==> config.mk <==
export PLATFORM = sky130hd
export DESIGN_NAME = square_wave_sound_generator_unit_flat
export DESIGN_NICKNAME = d
export VERILOG_FILES = /design/src/hdl/sqwsg_pkg.sv /design/src/hdl/sqwsg_req_if.sv /design/src/hdl/sqwsg_rsp_if.sv /design/src/hdl/sqwsg_ctrl.sv /design/src/hdl/sqwsg_dp.sv /design/src/hdl/square_wave_sound_generator_unit.sv /design/src/flat_wrapper.sv
export SDC_FILE = /design/constraint.sdc
export NUM_CORES = 1
export LEC_CHECK = 0
export ABC_CLOCK_PERIOD_IN_PS = 10590
export BUFFER_PORTS_ARGS = -buffer_cell sky130_fd_sc_hd__clkbuf_2
export CORE_ASPECT_RATIO = 0.9
export CORE_MARGIN = 2
export CORE_UTILIZATION = 45
export CTS_BUF_LIST = sky130_fd_sc_hd__clkbuf_4 sky130_fd_sc_hd__clkbuf_8
export DETAILED_ROUTE_END_ITERATION = 8
export PLACE_DENSITY_LB_ADDON = 0.15
export SYNTH_ARGS = -nofsm -noshare
export SYNTH_HDL_FRONTEND = slang
export SYNTH_SLANG_ARGS = --single-unit
==> constraint.sdc <==
create_clock -name i_clk -period 10.59 [get_ports i_clk]
set_clock_uncertainty 0.15 [all_clocks]
set_input_delay 1.059 -clock i_clk [delete_from_list [all_inputs] [get_ports i_clk]]
set_output_delay 1.059 -clock i_clk [all_outputs]
set_load 0.02 [all_outputs]
==> src/hdl/sqwsg_pkg.sv <==
// Shared types, constants and the attenuation table of the square wave sound generator.
// No dependencies; sqwsg_ctrl, sqwsg_dp and the top level refer to it by scoped names.
package sqwsg_pkg;

    localparam int TONE_CHANNELS = 3;

    localparam int CFG_IDX_W  = 1;
    localparam int CFG_DATA_W = 18;
    localparam int PERIOD_W   = 10;
    localparam int ATTEN_W    = 4;
    localparam int LFSR_W     = 16;
    localparam int SAMPLE_W   = 16;
    localparam int REM_W      = CFG_DATA_W + 1;

    // Register indexes of the configuration port
    localparam logic [CFG_IDX_W-1:0] CFG_CLOCK_STEP = 1'b0;
    localparam logic [CFG_IDX_W-1:0] CFG_TICK_DIV   = 1'b1;

    // Request opcodes
    localparam logic OP_WRITE  = 1'b0;
    localparam logic OP_SAMPLE = 1'b1;

    localparam logic [CFG_DATA_W-1:0] CLOCK_STEP_RST = 18'd223721;
    localparam logic [CFG_DATA_W-1:0] TICK_DIV_RST   = 18'd44100;
    localparam logic [LFSR_W-1:0]     LFSR_SEED      = 16'h8000;
    localparam logic [ATTEN_W-1:0]    ATTEN_SILENT   = 4'hF;

    localparam logic [1:0] NOISE_CH = 2'd3;

    // Noise counter reload per rate code
    localparam logic [1:0] NOISE_RATE_0   = 2'd0;
    localparam logic [1:0] NOISE_RATE_1   = 2'd1;
    localparam logic [1:0] NOISE_RATE_2   = 2'd2;
    localparam logic [PERIOD_W-1:0] NOISE_RELOAD_0 = 10'h010;
    localparam logic [PERIOD_W-1:0] NOISE_RELOAD_1 = 10'h020;
    localparam logic [PERIOD_W-1:0] NOISE_RELOAD_2 = 10'h040;

    typedef struct packed {
        logic wr;      // apply a command byte
        logic load;    // add the clock step to the remainder
        logic tick;    // run one chip tick, take the tick divisor off the remainder
        logic finish;  // register the mix as the result
    } t_ctrl_cmd;

    typedef struct packed {
        logic more;      // remainder still holds at least one tick
        logic out_free;  // result register can take a new value
    } t_ctrl_sts;

    // Amplitude for each attenuation step
    function automatic logic [SAMPLE_W-1:0] amp_of(input logic [ATTEN_W-1:0] att);
        logic [SAMPLE_W-1:0] a;
        case (att)
            4'd0:    a = 16'd8191;
            4'd1:    a = 16'd6507;
            4'd2:    a = 16'd5168;
            4'd3:    a = 16'd4105;
            4'd4:    a = 16'd3261;
            4'd5:    a = 16'd2590;
            4'd6:    a = 16'd2057;
            4'd7:    a = 16'd1642;
            4'd8:    a = 16'd1298;
            4'd9:    a = 16'd1031;
            4'd10:   a = 16'd819;
            4'd11:   a = 16'd651;
            4'd12:   a = 16'd517;
            4'd13:   a = 16'd411;
            4'd14:   a = 16'd326;
            default: a = 16'd0;
        endcase
        return a;
    endfunction

endpackage

==> src/hdl/sqwsg_req_if.sv <==
// Request channel of the square wave sound generator: valid/ready plus opcode and byte.
// Depends on nothing.
interface sqwsg_req_if;
    logic       valid;
    logic       ready;
    logic       op;
    logic [7:0] data;

    modport source (output valid, output op, output data, input ready);
    modport sink   (input valid, input op, input data, output ready);
endinterface

==> src/hdl/sqwsg_rsp_if.sv <==
// Result channel of the square wave sound generator: valid/ready plus the signed sample.
// Depends on nothing.
interface sqwsg_rsp_if;
    logic               valid;
    logic               ready;
    logic signed [15:0] sample;

    modport source (output valid, output sample, input ready);
    modport sink   (input valid, input sample, output ready);
endinterface

==> src/hdl/sqwsg_ctrl.sv <==
// Sequencer of the square wave sound generator: accepts requests and steps the tick loop.
// Depends on sqwsg_pkg.
module sqwsg_ctrl (
    input  logic                  i_clk,
    input  logic                  i_rst_n,
    input  logic                  i_req_valid,
    input  logic                  i_req_op,
    output logic                  o_req_ready,
    input  sqwsg_pkg::t_ctrl_sts  i_sts,
    output sqwsg_pkg::t_ctrl_cmd  o_cmd
);

    typedef enum logic {
        ST_IDLE,
        ST_RUN
    } t_state;

    t_state r_state;
    t_state n_state;

    always_comb begin
        n_state     = r_state;
        o_cmd       = '0;
        o_req_ready = 1'b0;
        case (r_state)
            ST_IDLE: begin
                o_req_ready = 1'b1;
                if (i_req_valid) begin
                    if (i_req_op == sqwsg_pkg::OP_SAMPLE) begin
                        o_cmd.load = 1'b1;
                        n_state    = ST_RUN;
                    end else begin
                        o_cmd.wr = 1'b1;
                    end
                end
            end
            ST_RUN: begin
                if (i_sts.more) begin
                    o_cmd.tick = 1'b1;
                end else if (i_sts.out_free) begin
                    o_cmd.finish = 1'b1;
                    n_state      = ST_IDLE;
                end
            end
            default: begin
                n_state = ST_IDLE;
            end
        endcase
    end

    always_ff @(posedge i_clk) begin
        if (!i_rst_n) begin
            r_state <= ST_IDLE;
        end else begin
            r_state <= n_state;
        end
    end

`ifndef SYNTHESIS
    a_tick_needs_more: assert property (@(posedge i_clk) disable iff (!i_rst_n)
        o_cmd.tick |-> i_sts.more)
        else $error("tick issued with remainder below sample rate");
    a_finish_needs_room: assert property (@(posedge i_clk) disable iff (!i_rst_n)
        o_cmd.finish |-> i_sts.out_free && !i_sts.more)
        else $error("result written over a pending one or before ticks ran out");
    a_finish_frees_req: assert property (@(posedge i_clk) disable iff (!i_rst_n)
        o_cmd.finish |=> o_req_ready)
        else $error("request side not reopened after a sample");
`endif

endmodule

==> src/hdl/sqwsg_dp.sv <==
// Datapath of the square wave sound generator: chip registers, tick logic, mixer, result register.
// Depends on sqwsg_pkg.
module sqwsg_dp #(
    parameter int TONE_CHANNELS = sqwsg_pkg::TONE_CHANNELS
) (
    input  logic                                  i_clk,
    input  logic                                  i_rst_n,
    input  logic                                  i_cfg_we,
    input  logic [sqwsg_pkg::CFG_IDX_W-1:0]       i_cfg_idx,
    input  logic [sqwsg_pkg::CFG_DATA_W-1:0]      i_cfg_wdata,
    input  logic [7:0]                            i_data,
    input  sqwsg_pkg::t_ctrl_cmd                  i_cmd,
    output sqwsg_pkg::t_ctrl_sts                  o_sts,
    output logic                                  o_rsp_valid,
    input  logic                                  i_rsp_ready,
    output logic signed [sqwsg_pkg::SAMPLE_W-1:0] o_rsp_sample
);

    localparam int PW = sqwsg_pkg::PERIOD_W;
    localparam int RW = sqwsg_pkg::REM_W;
    localparam int SW = sqwsg_pkg::SAMPLE_W;

    logic [sqwsg_pkg::CFG_DATA_W-1:0] r_clock_step;
    logic [sqwsg_pkg::CFG_DATA_W-1:0] r_tick_div;
    logic [RW-1:0]                    r_clock_rem;

    logic [PW-1:0] r_tone_period [TONE_CHANNELS];
    logic [PW-1:0] r_tone_count  [TONE_CHANNELS];
    logic          r_tone_level  [TONE_CHANNELS];
    logic [sqwsg_pkg::ATTEN_W-1:0] r_atten [4];

    logic [2:0]                     r_noise_mode;
    logic [PW-1:0]                  r_noise_count;
    logic [sqwsg_pkg::LFSR_W-1:0]   r_noise_lfsr;
    logic                           r_noise_phase;
    logic [1:0]                     r_lat_ch;
    logic                           r_lat_vol;

    logic                 r_out_valid;
    logic signed [SW-1:0] r_sample;

    // Command byte decode
    logic       byte_latch;
    logic [1:0] dec_ch;
    logic       dec_vol;

    // Tick logic
    logic [sqwsg_pkg::CFG_DATA_W-1:0] rate_eff;
    logic [PW-1:0] n_tone_count [TONE_CHANNELS];
    logic          tone_wrap    [TONE_CHANNELS];
    logic [PW-1:0] noise_dec;
    logic [PW-1:0] noise_reload;
    logic          noise_fb;

    logic signed [SW-1:0] mix;
    logic signed [SW-1:0] amp;

    assign byte_latch = i_data[7];
    assign dec_ch     = byte_latch ? i_data[6:5] : r_lat_ch;
    assign dec_vol    = byte_latch ? i_data[4]   : r_lat_vol;

    assign rate_eff = (r_tick_div == '0) ? sqwsg_pkg::CFG_DATA_W'(1) : r_tick_div;

    always_comb begin
        for (int i = 0; i < TONE_CHANNELS; i++) begin
            n_tone_count[i] = (r_tone_count[i] != '0) ? r_tone_count[i] - PW'(1) : '0;
            tone_wrap[i]    = (n_tone_count[i] == '0);
        end
    end

    assign noise_dec = (r_noise_count != '0) ? r_noise_count - PW'(1) : '0;

    always_comb begin
        case (r_noise_mode[1:0])
            sqwsg_pkg::NOISE_RATE_0: noise_reload = sqwsg_pkg::NOISE_RELOAD_0;
            sqwsg_pkg::NOISE_RATE_1: noise_reload = sqwsg_pkg::NOISE_RELOAD_1;
            sqwsg_pkg::NOISE_RATE_2: noise_reload = sqwsg_pkg::NOISE_RELOAD_2;
            default: begin
                noise_reload = (r_tone_period[TONE_CHANNELS-1] != '0)
                             ? r_tone_period[TONE_CHANNELS-1] : PW'(1);
            end
        endcase
    end

    // White mode taps bits 0 and 3, periodic mode recirculates bit 0
    assign noise_fb = r_noise_mode[2] ? (r_noise_lfsr[0] ^ r_noise_lfsr[3]) : r_noise_lfsr[0];

    always_comb begin
        mix = '0;
        amp = '0;
        for (int i = 0; i < TONE_CHANNELS; i++) begin
            amp = signed'(sqwsg_pkg::amp_of(r_atten[i]));
            mix = r_tone_level[i] ? mix + amp : mix - amp;
        end
        amp = signed'(sqwsg_pkg::amp_of(r_atten[sqwsg_pkg::NOISE_CH]));
        mix = r_noise_lfsr[0] ? mix + amp : mix - amp;
    end

    assign o_sts.more     = (r_clock_rem >= {1'b0, rate_eff});
    assign o_sts.out_free = !r_out_valid || i_rsp_ready;

    always_ff @(posedge i_clk) begin
        if (!i_rst_n) begin
            r_clock_step  <= sqwsg_pkg::CLOCK_STEP_RST;
            r_tick_div    <= sqwsg_pkg::TICK_DIV_RST;
            r_clock_rem   <= '0;
            for (int i = 0; i < TONE_CHANNELS; i++) begin
                r_tone_period[i] <= '0;
                r_tone_count[i]  <= '0;
                r_tone_level[i]  <= 1'b0;
            end
            for (int i = 0; i < 4; i++) begin
                r_atten[i] <= sqwsg_pkg::ATTEN_SILENT;
            end
            r_noise_mode  <= '0;
            r_noise_count <= '0;
            r_noise_lfsr  <= sqwsg_pkg::LFSR_SEED;
            r_noise_phase <= 1'b0;
            r_lat_ch      <= '0;
            r_lat_vol     <= 1'b0;
            r_out_valid   <= 1'b0;
        end else begin
            if (i_cfg_we) begin
                case (i_cfg_idx)
                    sqwsg_pkg::CFG_CLOCK_STEP: r_clock_step <= i_cfg_wdata;
                    sqwsg_pkg::CFG_TICK_DIV:   r_tick_div   <= i_cfg_wdata;
                    default: ;
                endcase
            end

            if (i_cmd.wr) begin
                if (byte_latch) begin
                    r_lat_ch  <= i_data[6:5];
                    r_lat_vol <= i_data[4];
                end
                if (dec_vol) begin
                    r_atten[dec_ch] <= i_data[3:0];
                end else if (dec_ch == sqwsg_pkg::NOISE_CH) begin
                    // Any noise control write reseeds the shift register
                    r_noise_mode <= i_data[2:0];
                    r_noise_lfsr <= sqwsg_pkg::LFSR_SEED;
                end else begin
                    for (int i = 0; i < TONE_CHANNELS; i++) begin
                        if (dec_ch == 2'(i)) begin
                            r_tone_period[i] <= byte_latch
                                ? {r_tone_period[i][PW-1:4], i_data[3:0]}
                                : {i_data[5:0], r_tone_period[i][3:0]};
                        end
                    end
                end
            end

            if (i_cmd.load) begin
                r_clock_rem <= r_clock_rem + {1'b0, r_clock_step};
            end

            if (i_cmd.tick) begin
                r_clock_rem <= r_clock_rem - {1'b0, rate_eff};
                for (int i = 0; i < TONE_CHANNELS; i++) begin
                    if (tone_wrap[i]) begin
                        r_tone_count[i] <= r_tone_period[i];
                        r_tone_level[i] <= !r_tone_level[i];
                    end else begin
                        r_tone_count[i] <= n_tone_count[i];
                    end
                end
                if (noise_dec == '0) begin
                    r_noise_count <= noise_reload;
                    r_noise_phase <= !r_noise_phase;
                    if (!r_noise_phase) begin
                        r_noise_lfsr <= {noise_fb, r_noise_lfsr[sqwsg_pkg::LFSR_W-1:1]};
                    end
                end else begin
                    r_noise_count <= noise_dec;
                end
            end

            if (i_cmd.finish) begin
                r_out_valid <= 1'b1;
            end else if (i_rsp_ready) begin
                r_out_valid <= 1'b0;
            end
        end
    end

    always_ff @(posedge i_clk) begin
        if (i_cmd.finish) begin
            r_sample <= mix;
        end
    end

    assign o_rsp_valid  = r_out_valid;
    assign o_rsp_sample = r_sample;

`ifndef SYNTHESIS
    a_rem_below_rate: assert property (@(posedge i_clk) disable iff (!i_rst_n)
        i_cmd.finish |=> !r_clock_rem[RW-1])
        else $error("clock remainder left at or above the tick divisor range");
`endif

endmodule

==> src/hdl/square_wave_sound_generator_unit.sv <==
// Top level of the square wave sound generator: request/result channels and configuration port.
// Depends on sqwsg_pkg, sqwsg_req_if, sqwsg_rsp_if, sqwsg_ctrl and sqwsg_dp.
//
// Usage:
//   i_req carries one request per handshake: op = write takes data as a command byte
//   (latch or data byte, as on the classic three-tone/one-noise chip), op = sample
//   advances the chip clock and returns one signed mix on o_rsp. Writes give no result.
//   i_cfg_we/i_cfg_idx/i_cfg_wdata set the clock step (index 0) and the tick divisor
//   (index 1); write them only while the block is idle.
// Sequence:
//   A sample request adds the clock step to the clock remainder; the subtract-and-compare
//   on the remainder then runs one chip tick per cycle, taking the tick divisor off each
//   time, for ticks = (remainder + clock step) / tick divisor ticks (a zero divisor counts
//   as one), and the mix is then registered as the result. Requests are taken only
//   while no sample is in work.
// Reset (synchronous, active low): all voices silent, periods and counters zero, noise
//   shift register seeded, clock step and tick divisor back to their default values.
// Stall: the result register holds a sample until o_rsp.ready; a new request is still
//   accepted meanwhile, and the next sample waits at its end until the register frees.
module square_wave_sound_generator_unit #(
    parameter int TONE_CHANNELS = sqwsg_pkg::TONE_CHANNELS
) (
    input  logic                             i_clk,
    input  logic                             i_rst_n,
    sqwsg_req_if.sink                        i_req,
    sqwsg_rsp_if.source                      o_rsp,
    input  logic                             i_cfg_we,
    input  logic [sqwsg_pkg::CFG_IDX_W-1:0]  i_cfg_idx,
    input  logic [sqwsg_pkg::CFG_DATA_W-1:0] i_cfg_wdata
);

    sqwsg_pkg::t_ctrl_cmd cmd;
    sqwsg_pkg::t_ctrl_sts sts;

    // Sequencer: owns the request handshake and walks the tick loop
    sqwsg_ctrl u_ctrl (
        .i_clk       (i_clk),
        .i_rst_n     (i_rst_n),
        .i_req_valid (i_req.valid),
        .i_req_op    (i_req.op),
        .o_req_ready (i_req.ready),
        .i_sts       (sts),
        .o_cmd       (cmd)
    );

    // Datapath: chip state, tick and mix logic, result register
    sqwsg_dp #(
        .TONE_CHANNELS (TONE_CHANNELS)
    ) u_dp (
        .i_clk        (i_clk),
        .i_rst_n      (i_rst_n),
        .i_cfg_we     (i_cfg_we),
        .i_cfg_idx    (i_cfg_idx),
        .i_cfg_wdata  (i_cfg_wdata),
        .i_data       (i_req.data),
        .i_cmd        (cmd),
        .o_sts        (sts),
        .o_rsp_valid  (o_rsp.valid),
        .i_rsp_ready  (o_rsp.ready),
        .o_rsp_sample (o_rsp.sample)
    );

endmodule
==> src/flat_wrapper.sv <==
// flat-port wrapper written by rule: the top's interface ports become plain ports
module square_wave_sound_generator_unit_flat 
#(
    parameter int TONE_CHANNELS = sqwsg_pkg::TONE_CHANNELS
)
  (i_clk, i_rst_n, i_cfg_we, i_cfg_idx, i_cfg_wdata, i_req_valid, i_req_op, i_req_data, i_req_ready, o_rsp_valid, o_rsp_sample, o_rsp_ready);
  sqwsg_req_if i_req_i ();
  sqwsg_rsp_if o_rsp_i ();
  input  logic i_clk;
  input  logic i_rst_n;
  input  logic i_cfg_we;
  input  logic [sqwsg_pkg::CFG_IDX_W-1:0] i_cfg_idx;
  input  logic [sqwsg_pkg::CFG_DATA_W-1:0] i_cfg_wdata;
  input wire logic [$bits(i_req_i.valid)-1:0] i_req_valid;
  input wire logic [$bits(i_req_i.op)-1:0] i_req_op;
  input wire logic [$bits(i_req_i.data)-1:0] i_req_data;
  output wire logic [$bits(i_req_i.ready)-1:0] i_req_ready;
  output wire logic [$bits(o_rsp_i.valid)-1:0] o_rsp_valid;
  output wire logic [$bits(o_rsp_i.sample)-1:0] o_rsp_sample;
  input wire logic [$bits(o_rsp_i.ready)-1:0] o_rsp_ready;
  assign i_req_i.valid = i_req_valid;
  assign i_req_i.op = i_req_op;
  assign i_req_i.data = i_req_data;
  assign i_req_ready = i_req_i.ready;
  assign o_rsp_valid = o_rsp_i.valid;
  assign o_rsp_sample = o_rsp_i.sample;
  assign o_rsp_i.ready = o_rsp_ready;
  square_wave_sound_generator_unit #(.TONE_CHANNELS(TONE_CHANNELS)) u_core (.i_clk(i_clk), .i_rst_n(i_rst_n), .i_req(i_req_i), .o_rsp(o_rsp_i), .i_cfg_we(i_cfg_we), .i_cfg_idx(i_cfg_idx), .i_cfg_wdata(i_cfg_wdata));
endmodule
==> flow_metrics.tcl <==
set metrics [dict create \
    status "complete, no violations" \
    drive_gt1_frac 0.0920 \
    hold_viol 0 \
    synth_top_family_by_area "simple AND/OR/NAND/NOR gates" \
    yosys_warnings 0 \
    ys.flop_type "edfxtp_1" \
    crit_arrival_ps 6950 \
    synth.yosys.seq_area_share 0.335 \
    syn-instance-count 1627 \
    wl_met3_mm 1.08 \
    wl_met1_mm 16.0 \
    worst_slack_ps 3710 \
    synthTopCellsByArea "edfxtp_1, dfxtp_1, ha_1" \
    timing.slew.headroom 0.325 \
    wl_met2_mm 15.5 \
    area_growth_pct 6.80 \
    rsz0062_at_grt "no" \
    powerDensity_nw_per_um2 127 \
    pwr-share-seq 0.445 \
    hp-class "reg -> reg" \
    post-place-ws_ps 3740 \
    synth_most_common_cell "nor2_1" \
    drtIter0Drc 637 \
    io_buffers 50 \
    gp_congestion 0.852 \
    total_power_w 0.00189 \
    p_int_w 0.00122 \
    worstSetupEndpointType "flop" \
    cts_resized 0 \
    detail-route-antenna-nets 0 \
    tritoncts "yes" \
    syn_area_um2 13900 \
    clkSlewWorstSetupHoldPaths_ps 130 \
    crit_fanout 10 \
    async_flop_share 0 \
    drc_errors 0 \
    routed.top_layer "met4" \
    clockBufferDepth 2 \
    synth_top_area_cell "edfxtp_1" \
    initial_core_util 0.453 \
    die_y_um 171 \
    required_ps 10660 \
    die_w_um 189 \
    irDropWorstVdd_uv 78.2 \
    switchingPower_w 0.000671 \
    synth-simple-area-share 0.200 \
    synth_xor_area_frac 0.0798 \
    cts_hold_buffers 0 \
    combPwrFrac 0.285 \
    setup_viol 0 \
    fin_nets 1788 \
    grt_max_degree 51 \
    clock-sinks 185 \
    finalCriticalPeriod_ps 6880 \
    final_util 0.484 \
    antenna_found_initial 0 \
    yosys-mux-area-fraction 0.0299 \
    grt_pass1_vias 10600 \
    avgViaCountPerCell 5.52 \
    htreeDepth 4 \
    path_class "reg -> reg" \
    drt_wl_total_mm 32.9 \
    clk_latency_ps 510 \
    whs_ps 288 \
    fin_setup_tns_ps 0 \
    synth_area_per_cell_um2 8.54 \
    syn_nets 1776 \
    vias 11400 \
    routedWlPerCell_um 16.0 \
    synth_edf_count 95 \
    grt_pass1_wl_mm 54.1 \
    grt.overflow.total 0 \
    switching_share 0.356 \
    dp_hpwl_mm 24.4 \
    synth_seq_cells 185 \
    slew_viol_final 0 \
    first_pass_iters 5 \
    yosys.area_share.adder 0.108 \
    numCtsBuffers 17 \
    drv_cap 0 \
    core_area_um2 30700 \
    dieArea_um2 32300 \
    diodes 0 \
    yosysUniqueCellTypes 94 \
    groute.usage.overall 0.207 \
    leakagePower_nw 6.26 \
    rows 61 \
    root_buffer "clkbuf_8" \
    finalCritPeriodShare 0.650 \
    p_clk_frac 0.269 \
    max_freq_ghz 0.145 \
    synth_top_area_frac 0.205 \
    ys_top_cells_by_count "nor2_1, nand2_1, a21oi_1" \
    cp-start-kind "flop" \
    synth_compound_area_frac 0.198 \
    io_pins 51 \
    cts_setup_buffers 0 \
    tightest_slew_ps 1010 \
]
==> flip-flops by register name, indices dropped and copies added (netlist names) <==
| signal | flops |
|---|---|
| u_core.u_ctrl.r_state | 1 |
| u_core.u_dp.o_rsp_sample | 16 |
| u_core.u_dp.o_rsp_valid | 1 |
| u_core.u_dp.r_atten | 16 |
| u_core.u_dp.r_clock_rem | 19 |
| u_core.u_dp.r_clock_step | 18 |
| u_core.u_dp.r_lat_ch | 2 |
| u_core.u_dp.r_lat_vol | 1 |
| u_core.u_dp.r_noise_count | 10 |
| u_core.u_dp.r_noise_lfsr | 16 |
| u_core.u_dp.r_noise_mode | 3 |
| u_core.u_dp.r_noise_phase | 1 |
| u_core.u_dp.r_tick_div | 18 |
| u_core.u_dp.r_tone_count | 30 |
| u_core.u_dp.r_tone_level | 3 |
| u_core.u_dp.r_tone_period | 30 |
==> critical path, stage by stage, from the launching register on <==
cell	delay, ps
edfxtp_1	570
inv_1	150
ha_1	260
or2_0	240
mux4_2	540
nor3_4	240
nor2_1	70
xnor2_1	150
ha_1	360
and2_1	180
a31oi_1	200
a21oi_1	120
and4_1	220
a2111oi_2	410
a211oi_1	180
xor2_1	180
ha_1	250
nor4_1	310
o21ai_0	170
a31o_2	270
a21oi_1	160
xnor2_1	150
ha_1	280
inv_1	140
nor4_1	70
a2111oi_0	430
o211ai_1	150
==> cell type report <==
cell class | instances | area [µm²]
multi-input combinational | 1279 | 8570
fill | 2983 | 15800
timing repair buffer | 58 | 310
clock buffer | 17 | 234
tap | 409 | 512
sequential | 185 | 4650
inverter | 98 | 368
clock inverter | 15 | 196
==> layout by cell type, fill, tap and decap left out, drive strengths merged, types with 24 or more instances in the layout <==
master,synthesis,final
a21o,29,29
edfxtp,95,95
o21ai,84,84
nand3,29,29
inv,98,104
xor2,49,49
dfxtp,90,90
nor2b,25,25
mux2i,28,28
nor3,45,45
nor2,177,177
nand2,160,160
xnor2,75,75
ha,111,111
clkbuf,36,67
a21oi,125,125
a22oi,24,24
==> power groups by stage <==
| stage | Clock [W] | Combinational [W] | Sequential, W |
|---|---|---|---|
| finish | 0.000508 | 0.000538 | 0.000840 |
| floorplan | 0 | 0.000416 | 0.000854 |
| CTS | 0.000522 | 0.000538 | 0.000840 |
| detailed placement | 0 | 0.000535 | 0.000856 |
| global route | 0.000548 | 0.000608 | 0.000847 |
| global placement | 0 | 0.000529 | 0.000855 |
==> path summary, 6_finish.rpt <==
path	to	cells past startpoint	slack, ps	start
setup / recovery	u_core.u_dp.o_rsp_sample[14]	26	3710	u_core.u_dp.r_atten[0][0]
setup reg to reg	u_core.u_dp.o_rsp_sample[14]	26	3710	u_core.u_dp.r_atten[0][0]
hold reg to reg	u_core.u_dp.r_noise_lfsr[14]	2	290	u_core.u_dp.r_noise_lfsr[15]
hold / removal	u_core.u_dp.r_noise_lfsr[14]	2	290	u_core.u_dp.r_noise_lfsr[15]
==> through the flow <==
| stage | instance area (µm²) | std cells |
|---|---|---|
| final | 14800 | 2061 |
| after global routing | 14800 | 2061 |
| after CTS | 14800 | 2061 |
| after detailed placement | 14400 | 2029 |
| after global placement | 14400 | 2029 |
| after floorplan | 13900 | 1627 |
==> layer usage <==
metal	vias up	GRT usage
met5	-	0
met4	0	0.0411
met3	18	0.0299
met2	188	0.350
met1	5305	0.283
li1	5859	-
==> kinds of logic after synthesis <==
group	count (synthesis)
and+or+nand+nor	577
xor gates and xnor gates	125
muxes	37
buffers and inverters	163
DFF	185
adders and majority gates	117
AOI/OAI and AO/OA	423
Power figures use the tool's default switching activity.
